## src/hw/rtl/blt_pkg.sv

```systemverilog
package blt_pkg;

    // Record kinds on the output channel
    typedef enum logic [1:0] {
        KIND_BYTE  = 2'd0,
        KIND_END   = 2'd1,
        KIND_ERROR = 2'd2
    } rec_kind_t;

    // Token classes
    typedef enum logic [2:0] {
        CLS_KANJI  = 3'd0,
        CLS_WORD   = 3'd1,
        CLS_NUMBER = 3'd2,
        CLS_STRING = 3'd3,
        CLS_SYMBOL = 3'd4
    } tok_class_t;

    // Scanner modes
    typedef enum logic [2:0] {
        MODE_IDLE   = 3'd0,
        MODE_KTRAIL = 3'd1,
        MODE_KOPEN  = 3'd2,
        MODE_WORD   = 3'd3,
        MODE_NUMBER = 3'd4,
        MODE_STRING = 3'd5,
        MODE_ESCAPE = 3'd6
    } scan_mode_t;

    // Kanji encoding register values
    localparam logic ENC_SJIS = 1'b0;
    localparam logic ENC_EUC  = 1'b1;

    // Shift-JIS lead and trail ranges
    localparam logic [7:0] SJIS_LEAD_A_LO  = 8'h81;
    localparam logic [7:0] SJIS_LEAD_A_HI  = 8'h9F;
    localparam logic [7:0] SJIS_LEAD_B_LO  = 8'hE0;
    localparam logic [7:0] SJIS_LEAD_B_HI  = 8'hFC;
    localparam logic [7:0] SJIS_TRAIL_A_LO = 8'h40;
    localparam logic [7:0] SJIS_TRAIL_A_HI = 8'h7E;
    localparam logic [7:0] SJIS_TRAIL_B_LO = 8'h80;
    localparam logic [7:0] SJIS_TRAIL_B_HI = 8'hFC;

    // EUC range, lead and trail alike
    localparam logic [7:0] EUC_LO = 8'hA1;
    localparam logic [7:0] EUC_HI = 8'hFE;

    // Characters with a meaning of their own
    localparam logic [7:0] CHR_NUL       = 8'h00;
    localparam logic [7:0] CHR_TAB       = 8'h09;
    localparam logic [7:0] CHR_NEWLINE   = 8'h0A;
    localparam logic [7:0] CHR_SPACE     = 8'h20;
    localparam logic [7:0] CHR_DQUOTE    = 8'h22;
    localparam logic [7:0] CHR_SQUOTE    = 8'h27;
    localparam logic [7:0] CHR_DOT       = 8'h2E;
    localparam logic [7:0] CHR_BACKSLASH = 8'h5C;
    localparam logic [7:0] CHR_UPPER_E   = 8'h45;
    localparam logic [7:0] CHR_LOWER_E   = 8'h65;

    // Records caused by one item at most
    localparam int unsigned MAX_RECS = 3;

    typedef struct packed {
        rec_kind_t  kind;
        logic [7:0] data;
        tok_class_t cls;
        logic       start;
    } record_t;

    // All records of one item, first in slot 0
    typedef struct packed {
        record_t [MAX_RECS-1:0] rec;
        logic [1:0]             cnt;
    } bundle_t;

    typedef struct packed {
        logic    vld;
        bundle_t bundle;
    } push_t;

    // Class of the token open in a mode
    function automatic tok_class_t mode_class(input scan_mode_t m);
        tok_class_t c;
        unique case (m)
            MODE_WORD:   c = CLS_WORD;
            MODE_NUMBER: c = CLS_NUMBER;
            MODE_STRING,
            MODE_ESCAPE: c = CLS_STRING;
            default:     c = CLS_KANJI;
        endcase
        return c;
    endfunction

endpackage

```

## src/hw/rtl/blt_scan.sv

```systemverilog
module blt_scan (
    input  logic           clk,
    input  logic           rst_n,
    input  logic           in_valid,
    output logic           in_stall,
    input  logic [7:0]     in_byte,
    input  logic           line_end,
    input  logic           kanji_enc,
    input  logic           q_full,
    output blt_pkg::push_t push
);
    import blt_pkg::*;

    localparam int unsigned NUM_CAND = 6;

    logic       in_vld_reg, in_vld_next;
    logic [7:0] byte_reg;
    logic       eol_reg;
    logic       accept;
    logic       go;

    scan_mode_t mode_reg, mode_next, mode_step, beg_mode;
    logic [7:0] quote_reg, quote_next;

    logic is_lead, is_trail, is_letter, is_digit, is_blank, is_quote;
    logic act_keep, act_close, act_begin, act_err;

    record_t                   cand [NUM_CAND];
    logic [NUM_CAND-1:0]       cand_en;
    record_t [MAX_RECS-1:0]    recs;
    logic [1:0]                n_recs;
    record_t                   beg_rec;
    logic                      beg_sym;

    // Input register handshake
    assign go       = in_vld_reg && !q_full;
    assign in_stall = in_vld_reg && !go;
    assign accept   = in_valid && !in_stall;

    always_comb
    begin
        if (accept)
            in_vld_next = 1'b1;
        else if (go)
            in_vld_next = 1'b0;
        else
            in_vld_next = in_vld_reg;
    end

    always_ff @(posedge clk or negedge rst_n)
    begin
        if (!rst_n)
            in_vld_reg <= 1'b0;
        else
            in_vld_reg <= in_vld_next;
    end

    // Hold the payload of the item under work
    always_ff @(posedge clk)
    begin
        if (accept)
        begin
            byte_reg <= in_byte;
            eol_reg  <= line_end;
        end
    end

    // Classify the byte
    always_comb
    begin
        if (kanji_enc == ENC_EUC)
        begin
            is_lead  = (byte_reg >= EUC_LO) && (byte_reg <= EUC_HI);
            is_trail = (byte_reg >= EUC_LO) && (byte_reg <= EUC_HI);
        end
        else
        begin
            is_lead  = ((byte_reg >= SJIS_LEAD_A_LO) && (byte_reg <= SJIS_LEAD_A_HI)) ||
                       ((byte_reg >= SJIS_LEAD_B_LO) && (byte_reg <= SJIS_LEAD_B_HI));
            is_trail = ((byte_reg >= SJIS_TRAIL_A_LO) && (byte_reg <= SJIS_TRAIL_A_HI)) ||
                       ((byte_reg >= SJIS_TRAIL_B_LO) && (byte_reg <= SJIS_TRAIL_B_HI));
        end
        is_letter = ((byte_reg >= 8'h41) && (byte_reg <= 8'h5A)) ||
                    ((byte_reg >= 8'h61) && (byte_reg <= 8'h7A));
        is_digit  = (byte_reg >= 8'h30) && (byte_reg <= 8'h39);
        is_blank  = (byte_reg == CHR_NUL) || (byte_reg == CHR_SPACE) ||
                    (byte_reg == CHR_TAB);
        is_quote  = (byte_reg == CHR_SQUOTE) || (byte_reg == CHR_DQUOTE);
    end

    // Start of a new token from this byte
    always_comb
    begin
        beg_sym          = 1'b0;
        beg_rec.kind     = KIND_BYTE;
        beg_rec.data     = byte_reg;
        beg_rec.start    = 1'b1;
        beg_rec.cls      = CLS_SYMBOL;
        beg_mode         = MODE_IDLE;
        if (is_blank)
            beg_mode = MODE_IDLE;
        else if (is_lead)
        begin
            beg_rec.cls = CLS_KANJI;
            beg_mode    = MODE_KTRAIL;
        end
        else if (is_letter)
        begin
            beg_rec.cls = CLS_WORD;
            beg_mode    = MODE_WORD;
        end
        else if (is_digit)
        begin
            beg_rec.cls = CLS_NUMBER;
            beg_mode    = MODE_NUMBER;
        end
        else if (is_quote)
        begin
            beg_rec.cls = CLS_STRING;
            beg_mode    = MODE_STRING;
        end
        else
            beg_sym = 1'b1;
    end

    // Decide what this byte does to the open token
    always_comb
    begin
        act_keep  = 1'b0;
        act_close = 1'b0;
        act_begin = 1'b0;
        act_err   = 1'b0;
        mode_step = MODE_IDLE;
        unique case (mode_reg)
            MODE_KTRAIL:
            begin
                if (is_trail)
                begin
                    act_keep  = 1'b1;
                    mode_step = MODE_KOPEN;
                end
                else
                    act_err = 1'b1;
            end
            MODE_KOPEN:
            begin
                if (is_lead)
                begin
                    act_keep  = 1'b1;
                    mode_step = MODE_KTRAIL;
                end
                else
                begin
                    act_close = 1'b1;
                    act_begin = 1'b1;
                    mode_step = beg_mode;
                end
            end
            MODE_WORD:
            begin
                if (is_letter || is_digit)
                begin
                    act_keep  = 1'b1;
                    mode_step = MODE_WORD;
                end
                else
                begin
                    act_close = 1'b1;
                    act_begin = 1'b1;
                    mode_step = beg_mode;
                end
            end
            MODE_NUMBER:
            begin
                if (is_digit || (byte_reg == CHR_DOT) || (byte_reg == CHR_LOWER_E) ||
                    (byte_reg == CHR_UPPER_E))
                begin
                    act_keep  = 1'b1;
                    mode_step = MODE_NUMBER;
                end
                else
                begin
                    act_close = 1'b1;
                    act_begin = 1'b1;
                    mode_step = beg_mode;
                end
            end
            MODE_STRING:
            begin
                if ((byte_reg == CHR_NUL) || (byte_reg == quote_reg))
                    act_close = 1'b1;
                else if (byte_reg == CHR_BACKSLASH)
                begin
                    act_keep  = 1'b1;
                    mode_step = MODE_ESCAPE;
                end
                else
                begin
                    // drop a bare newline, keep anything else
                    act_keep  = (byte_reg != CHR_NEWLINE);
                    mode_step = MODE_STRING;
                end
            end
            MODE_ESCAPE:
            begin
                if (byte_reg == CHR_NUL)
                    act_close = 1'b1;
                else
                begin
                    act_keep  = 1'b1;
                    mode_step = MODE_STRING;
                end
            end
            default:
            begin
                act_begin = 1'b1;
                mode_step = beg_mode;
            end
        endcase
    end

    // Next scanner state: end of line always leaves the scanner idle
    always_comb
    begin
        mode_next  = mode_reg;
        quote_next = quote_reg;
        if (go)
        begin
            mode_next = eol_reg ? MODE_IDLE : mode_step;
            if (act_begin && is_quote)
                quote_next = byte_reg;
        end
    end

    always_ff @(posedge clk or negedge rst_n)
    begin
        if (!rst_n)
        begin
            mode_reg  <= MODE_IDLE;
            quote_reg <= CHR_NUL;
        end
        else
        begin
            mode_reg  <= mode_next;
            quote_reg <= quote_next;
        end
    end

    // Candidate records in emission order
    always_comb
    begin
        cand[0] = '{kind: KIND_ERROR, data: 8'h00, cls: CLS_KANJI, start: 1'b0};
        cand[1] = '{kind: KIND_BYTE, data: byte_reg, cls: mode_class(mode_reg),
                    start: 1'b0};
        cand[2] = '{kind: KIND_END, data: 8'h00, cls: mode_class(mode_reg), start: 1'b0};
        cand[3] = beg_rec;
        cand[4] = '{kind: KIND_END, data: 8'h00, cls: CLS_SYMBOL, start: 1'b0};
        if (mode_step == MODE_KTRAIL)
            cand[5] = '{kind: KIND_ERROR, data: 8'h00, cls: CLS_KANJI, start: 1'b0};
        else
            cand[5] = '{kind: KIND_END, data: 8'h00, cls: mode_class(mode_step),
                        start: 1'b0};

        cand_en[0] = act_err;
        cand_en[1] = act_keep;
        cand_en[2] = act_close;
        cand_en[3] = act_begin && !is_blank;
        cand_en[4] = act_begin && beg_sym;
        cand_en[5] = eol_reg && (mode_step != MODE_IDLE);
    end

    // Pack the enabled candidates into the bundle
    always_comb
    begin
        recs   = '0;
        n_recs = 2'd0;
        for (int i = 0; i < NUM_CAND; i++)
        begin
            if (cand_en[i] && (n_recs != 2'(MAX_RECS)))
            begin
                recs[n_recs] = cand[i];
                n_recs       = n_recs + 2'd1;
            end
        end
    end

    assign push.vld        = go && (n_recs != 2'd0);
    assign push.bundle.rec = recs;
    assign push.bundle.cnt = n_recs;

endmodule

```

## src/hw/rtl/blt_queue.sv

```systemverilog
module blt_queue #(
    parameter int unsigned DEPTH = 2
) (
    input  logic             clk,
    input  logic             rst_n,
    input  blt_pkg::push_t   push,
    output logic             full,
    output logic             out_valid,
    input  logic             out_stall,
    output blt_pkg::record_t out_rec,
    output logic             out_last
);
    import blt_pkg::*;

    localparam int unsigned PTR_W = $clog2(DEPTH);
    localparam int unsigned CNT_W = $clog2(DEPTH + 1);

    bundle_t            slots [DEPTH];
    logic [PTR_W-1:0]   wr_ptr_reg, wr_ptr_next;
    logic [PTR_W-1:0]   rd_ptr_reg, rd_ptr_next;
    logic [CNT_W-1:0]   count_reg, count_next;
    logic [1:0]         idx_reg, idx_next;
    bundle_t            head;
    logic               take;
    logic               pop;

    assign full      = (count_reg == CNT_W'(DEPTH));
    assign out_valid = (count_reg != '0);
    assign head      = slots[rd_ptr_reg];
    assign out_rec   = head.rec[idx_reg];
    assign out_last  = (idx_reg == (head.cnt - 2'd1));
    assign take      = out_valid && !out_stall;
    assign pop       = take && out_last;

    // Store a bundle
    always_ff @(posedge clk)
    begin
        if (push.vld)
            slots[wr_ptr_reg] <= push.bundle;
    end

    // Advance pointers, fill count and record index
    always_comb
    begin
        wr_ptr_next = push.vld ? wr_ptr_reg + PTR_W'(1) : wr_ptr_reg;
        rd_ptr_next = pop ? rd_ptr_reg + PTR_W'(1) : rd_ptr_reg;
        count_next  = count_reg + CNT_W'(push.vld) - CNT_W'(pop);
        if (take)
            idx_next = out_last ? 2'd0 : idx_reg + 2'd1;
        else
            idx_next = idx_reg;
    end

    always_ff @(posedge clk or negedge rst_n)
    begin
        if (!rst_n)
        begin
            wr_ptr_reg <= '0;
            rd_ptr_reg <= '0;
            count_reg  <= '0;
            idx_reg    <= 2'd0;
        end
        else
        begin
            wr_ptr_reg <= wr_ptr_next;
            rd_ptr_reg <= rd_ptr_next;
            count_reg  <= count_next;
            idx_reg    <= idx_next;
        end
    end

endmodule

```

## src/hw/rtl/basic_line_tokenizer.sv

```systemverilog
// Line tokenizer: takes text bytes and gives tagged token records.
// Input channel: in_valid/in_stall with in_byte and line_end (last byte of
// a line, which closes any open token). Output channel: out_valid/out_stall
// with record_kind, out_byte, token_class, token_start and last, which
// marks the final record caused by one input item.
// Configuration: kanji_encoding is written through cfg_valid/cfg_ready
// while the block is idle, a rule for the user that the block does not
// enforce; cfg_ready is always high. An item enters the input register, is
// scanned combinationally and its one to three records land as one bundle in
// a queue of QUEUE_DEPTH bundles (a power of two, 2 or more); an item with no
// record pushes none. The first record of an item is offered once its bundle
// is stored. Throughput: one item per cycle while each item gives at most one
// record and the receiver does not stall; otherwise set by the single-record
// output port; an item that closes a token and starts a symbol gives three.
// Reset clears the scanner to idle, empties the queue and sets Shift-JIS.
// A stalled receiver holds the current record; the queue then fills and
// in_stall rises once the scanned item finds no free bundle slot.
module basic_line_tokenizer #(
    parameter int unsigned QUEUE_DEPTH = 2
) (
    input  logic       clk,
    input  logic       rst_n,
    input  logic       in_valid,
    output logic       in_stall,
    input  logic [7:0] in_byte,
    input  logic       line_end,
    output logic       out_valid,
    input  logic       out_stall,
    output logic [1:0] record_kind,
    output logic [7:0] out_byte,
    output logic [2:0] token_class,
    output logic       token_start,
    output logic       last,
    input  logic       cfg_valid,
    output logic       cfg_ready,
    input  logic       kanji_encoding
);
    import blt_pkg::*;

    logic    enc_reg;
    push_t   push;
    logic    q_full;
    record_t rec;

    // Configuration register
    assign cfg_ready = 1'b1;

    always_ff @(posedge clk or negedge rst_n)
    begin
        if (!rst_n)
            enc_reg <= ENC_SJIS;
        else if (cfg_valid && cfg_ready)
            enc_reg <= kanji_encoding;
    end

    blt_scan u_scan (
        .clk       (clk),
        .rst_n     (rst_n),
        .in_valid  (in_valid),
        .in_stall  (in_stall),
        .in_byte   (in_byte),
        .line_end  (line_end),
        .kanji_enc (enc_reg),
        .q_full    (q_full),
        .push      (push)
    );

    blt_queue #(
        .DEPTH (QUEUE_DEPTH)
    ) u_queue (
        .clk       (clk),
        .rst_n     (rst_n),
        .push      (push),
        .full      (q_full),
        .out_valid (out_valid),
        .out_stall (out_stall),
        .out_rec   (rec),
        .out_last  (last)
    );

    // Unpack the record onto the ports
    assign record_kind = rec.kind;
    assign out_byte    = rec.data;
    assign token_class = rec.cls;
    assign token_start = rec.start;

    // Never push into a full queue
    assert property (@(posedge clk) disable iff (!rst_n) push.vld |-> !q_full)
        else $error("bundle pushed into full queue");

    // A pushed bundle always carries at least one record
    assert property (@(posedge clk) disable iff (!rst_n)
        push.vld |-> (push.bundle.cnt != 2'd0))
        else $error("empty bundle pushed");

    // Only token byte records open a token
    assert property (@(posedge clk) disable iff (!rst_n)
        (out_valid && token_start) |-> (record_kind == KIND_BYTE))
        else $error("start flag on a non-byte record");

endmodule
```

## config.mk

```make
export PLATFORM = sky130hd
export DESIGN_NAME = basic_line_tokenizer
export DESIGN_NICKNAME = d
export VERILOG_FILES = /design/src/hw/rtl/blt_pkg.sv /design/src/hw/rtl/blt_scan.sv /design/src/hw/rtl/blt_queue.sv /design/src/hw/rtl/basic_line_tokenizer.sv
export SDC_FILE = /design/constraint.sdc
export NUM_CORES = 1
export LEC_CHECK = 0
export BUFFER_PORTS_ARGS = -buffer_cell sky130_fd_sc_hd__buf_4
export CORE_MARGIN = 2
export CORE_UTILIZATION = 36
export DETAILED_ROUTE_END_ITERATION = 8
export GPL_TIMING_DRIVEN = 0
export RECOVER_POWER = 25
export SLEW_MARGIN = 20
export SYNTH_ARGS = -nofsm -noshare
export SYNTH_HDL_FRONTEND = slang
export SYNTH_HIERARCHICAL = 1
export SYNTH_SLANG_ARGS = --single-unit
```

## constraint.sdc

```tcl
create_clock -name clk -period 11.3 [get_ports clk]
set_clock_uncertainty 0.15 [all_clocks]
set_input_delay 2.26 -clock clk [delete_from_list [all_inputs] [get_ports clk]]
set_output_delay 2.26 -clock clk [all_outputs]
set_load 0.02 [all_outputs]
```

* Word level (Yosys, flattened, before mapping)
Memory sizes are Yosys's and may differ from the RTL's.
Index checks and enable logic that the tools add are counted.
** Storage, ports and cells
- Register bits :: 28
- Memory bits (writable) :: 88
- Input port bits :: 15
- Output and inout port bits :: 18
- Word-level logic and storage cells :: 211
- Memories kept :: 1
** Memory list
- u_queue.slots :: depth 2, width 44, rd ports 1, clocked after memory_dff 0, write ports 1, line blt_queue.sv:18 : bundle_t slots [DEPTH];
** Operators by class
- Add/subtract/negate cells :: 11
- $lt $le $gt $ge :: 26
- Eq/ne operators :: 28
- Muxes and demuxes :: 79
- Bitwise logic cells :: 3
- Reductions and logical operators :: 53
** Operators with widths (number)
- 42-bit two-way mux :: 5
- 42-bit bitwise mux :: 4
- 14-bit demux with 2-bit select :: 5
- 14-bit two-way mux :: 8
- 3-bit two-way mux :: 16
- 36-bit AND :: 1
- 36-bit NOT :: 1
- 8-bit by 6-bit equality test with 1-bit output (second input constant) :: 4
- 8-bit greater-or-equal comparator (second input constant) :: 4
- 14-bit binary-select mux with 2-bit select :: 1
- 1-bit logical AND :: 28
- 1-bit two-way mux :: 26
- 8-bit by 7-bit equality test with 1-bit output (second input constant) :: 3
- 8-bit by 7-bit greater-or-equal comparator with 1-bit output (second input constant) :: 3
- 8-bit by 7-bit <= comparator with 1-bit output (second input constant) :: 3
- 8-bit <= comparator (second input constant) :: 3
- 3-bit equality test (second input constant) :: 6
- 3-bit one-hot mux with 6 select lines :: 1
- 2-bit two-way mux :: 8
- 2-bit by 3-bit < comparator with 1-bit output (second input constant) :: 5
- 2-bit one-hot mux with 3 select lines :: 2
- 1-bit logical OR :: 11
- 2-bit by 1-bit adder with 2-bit output (second input constant) :: 5
- 3-bit by 2-bit equality test with 1-bit output (second input constant) :: 3
- other kinds (29) :: 44

* Longest topological paths before layout
- Word-level depth :: 26
- Gate-level depth with buffers :: 29
- Mapped depth without buffers :: 27

* Hierarchy
The synthesis kept the hierarchy.
** Modules (own cells, without submodules)
- blt_queue :: instances 1, cells an instance 191, area an instance 3692.3 um^2, sequential area each 2792.7 um^2
- blt_scan :: instances 1, cells an instance 301, area an instance 2356.0 um^2, sequential area each 570.5 um^2
- basic_line_tokenizer :: instances 1, cells an instance 4, area an instance 51.3 um^2, sequential area each 25.0 um^2

* Worst setup path after synthesis
Ideal clock, no wire load.
- Path kind :: reg2reg
- Start point :: reg u_scan.byte_reg[1]
- End point :: mem u_queue/slots[0][0] (netlist bit) (enable)
- Library setup time :: 0.451 ns
- Arrival :: 7.863 ns
- Data required time :: 10.699 ns
- Setup slack :: 2.837 ns
- Stages on the path, launching flop included :: 25
- Clock period less this slack :: 8.463 ns
- Cell sequence :: edfxtp_1 -> or4_4 -> o21ai_0 -> nand2_1 -> o31ai_1 -> o21ai_0 -> ha_1 -> nand2_1 -> mux2_4 -> ha_1 -> nor2_1 -> o31a_1 -> clkbuf_1 -> xnor2_1 -> inv_1 -> ha_1 -> nor4_4 -> mux2i_1 -> inv_1 -> ha_1 -> nand2b_1 -> nor2_2 -> inv_1 -> a311oi_1 -> nor2b_1
** RTL lines
- start: declaration :: line blt_scan.sv:17 : logic [7:0] byte_reg;
- start signal: assignment :: line blt_scan.sv:63 : byte_reg <= in_byte;
- end: declaration :: line blt_queue.sv:18

==> flow_summary.ini <==
[grt]
grt_util_all_layers = 0.164
grt_util_met1 = 0.211
grt_remaining_overflow = 0
use_met3 = 0.0355
grt_pass1_vias = 4175
grt_max_degree = 24
antenna_found_initial = 0
grt_use_met2 = 0.271
top_usage_layer = met2
grt_pass1_wl_um = 22500

[synthesis]
synth.largest_area_cell = edfxtp_1
yosys_warnings = 6
synth_top_area_frac = 0.478
yosys-top-cells-count = edfxtp_1, inv_1, nor2_1
synth.area.top_cells = edfxtp_1, dfrtp_1, mux4_2
synth_most_common_cell = edfxtp_1
ys_ff_latch = 116
synth_area_sq_um = 6100
avgSynthCellArea_sq_um = 12.3
synthFlopType = edfxtp_1
yosysSeqAreaShare = 0.555
yosysUniqueCellTypes = 72
synth_nets = 527
ys_async_sr_fraction = 0.164
synth_edf_count = 97
syn-instance-count = 496

[cts]
cts_tree = done
cts_resized = 0
cts_inserted_buffers = 17
ctsLongestPathBuffers = 2
clkLatencyLatePin_ps = 410
cts_root_buf = clkbuf_16
cts_sinks = 116
path_clk_slew_ps = 60
cts_max_level = 4
cts_setup_buffers = 0
cts_hold_buf = 0

[worst_setup_path]
r2r_slack_ps = 2700
cp_max_fo = 23
crit_top_cell = ha_1
crit_path_end_kind = flop
critPathTopFamily = simple AND/OR/NAND/NOR gates
slowest_delay_ps = 750
required_ps = 11250
cp_slowest_cell = nor2b_4
critPathArrivalTime_ps = 8550
critical_path_class = flop to flop
crit_path_start_kind = flop
path_buf_inv = 5

[final_layout]
diodes = 0
postLayoutCoreUtil = 0.433
drive_above_1_share = 0.175
fin_nets = 579
largest_register_ffs = 88
area_delta_synth_final_pct = 17.7

[sta]
finalSetupTns_ps = 0
finalCritPeriodShare = 0.761
finalCriticalPeriod_ps = 8600
finalSetupViolCount = 0
worst-slew-pin-transition_ps = 1130
drv_slew = 0
rsz0062_at_grt = no
hold_viol_final = 0
max_freq_mhz = 116
slew_headroom = 0.245

[placed_design]
numPortBuffers = 31
gp_congestion = 0.898
dp_hpwl_um = 9990

[routing]
first_pass_iters = 4
avgViaCountPerCell = 5.30
postRouteAntennaNets = 0
dr_total_vias = 4136
wl_um = 13900
drc = 0
drt-wirelength-per-cell_um = 17.8
drt-initial-drc-count = 222

[run]
maxCapViolCount = 0

[floorplanning]
ios = 33
rows = 47
core_area_sq_um = 16600
dieArea_sq_um = 18000
die_x_um = 134
fp.dieH_um = 134
start_util = 0.368

[status]
outcome = finished, final reports clean

[worst_hold_path]
holdCritPathClass = flop to flop
==> metal layers <==
layer,wire length [um],vias up
met5,0,-
met4,324,0
met3,533,25
met2,6770,105
met1,6270,2050
li1,-,1956
==> path summary, 6_finish.rpt <==
check | startpoint | cells past startpoint | to
max | u_scan/byte_reg[1] | 25 | u_queue/slots[0][4]
min reg2reg | u_scan/quote_reg[1] | 1 | u_scan/quote_reg[1]
max in group asynchronous | rst_n | 1 | u_scan/quote_reg[6]
min | u_scan/quote_reg[1] | 1 | u_scan/quote_reg[1]
max reg2reg | u_scan/byte_reg[1] | 25 | u_queue/slots[0][4]
min in group asynchronous | rst_n | 1 | u_scan/mode_reg[1]
==> cell usage in the layout (no fill, tap or decap), types with 4 or more instances in the layout <==
cell        n
clkbuf_16  17
or2_2       4
xor2_1      9
dfrtp_1    19
nor2_1     40
nand2b_1    8
buf_4      18
mux4_2     14
clkbuf_1   19
a21boi_0    4
buf_2       9
and2_0      5
clkinv_4    4
inv_6       4
o22ai_1    19
nand3_1    12
o21ai_0    16
nor3_1      5
a22o_1      7
xnor2_1     7
clkbuf_4   11
inv_1      41
nand2_1    30
and2_1      6
mux2i_1    19
nor2b_1     9
ha_1       16
edfxtp_1   97
a21oi_1    13
==> cells by family after synthesis <==
group                      count (synthesis)  synth area share
AOI/OAI and AO/OA                         98             0.117
xor gates and xnor gates                  17            0.0281
adders and majority gates                 16            0.0328
buffers and inverters                     66            0.0468
DFF                                      116             0.555
muxes                                     36            0.0921
other                                      1          0.000615
and+or+nand+nor                          146             0.127
==> per-stage QoR <==
| stage | hold slack [ps] | std cells | worst slack (ps) | cell area [sq um] |
|---|---|---|---|---|
| 3_5_place_dp | 340 | 749 | 3030 | 6670 |
| 3_3_place_gp | 318 | 747 | 940 | 6610 |
| 6_report | 349 | 781 | 2700 | 7180 |
| 5_1_grt | 370 | 781 | 1960 | 7180 |
| 4_1_cts | 356 | 781 | 2920 | 7250 |
| 2_1_floorplan | 304 | 496 | 2840 | 6100 |
==> layout make-up <==
type                       instances  area (sq um)
tap                              220           275
sequential                       116          3390
fill                            1561          9410
multi-input combinational        314          2390
clock inverter                    14           153
buffer                            25           116
inverter                          41           154
timing repair buffer              33           269
clock buffer                      18           429
==> worst reg2reg max path: cells and delay by family (launching register included) <==
kind            cells  cell delay (ps)
fa+ha+maj           4             1090
xor+xnor            1              230
mux                 2              790
flops               1              420
simple gates        8             2850
compound gates      5             1780
buf+inv             5              980
Power is not shown: default switching activity piles up to over one toggle a cycle in this logic, so the estimate is an artifact.
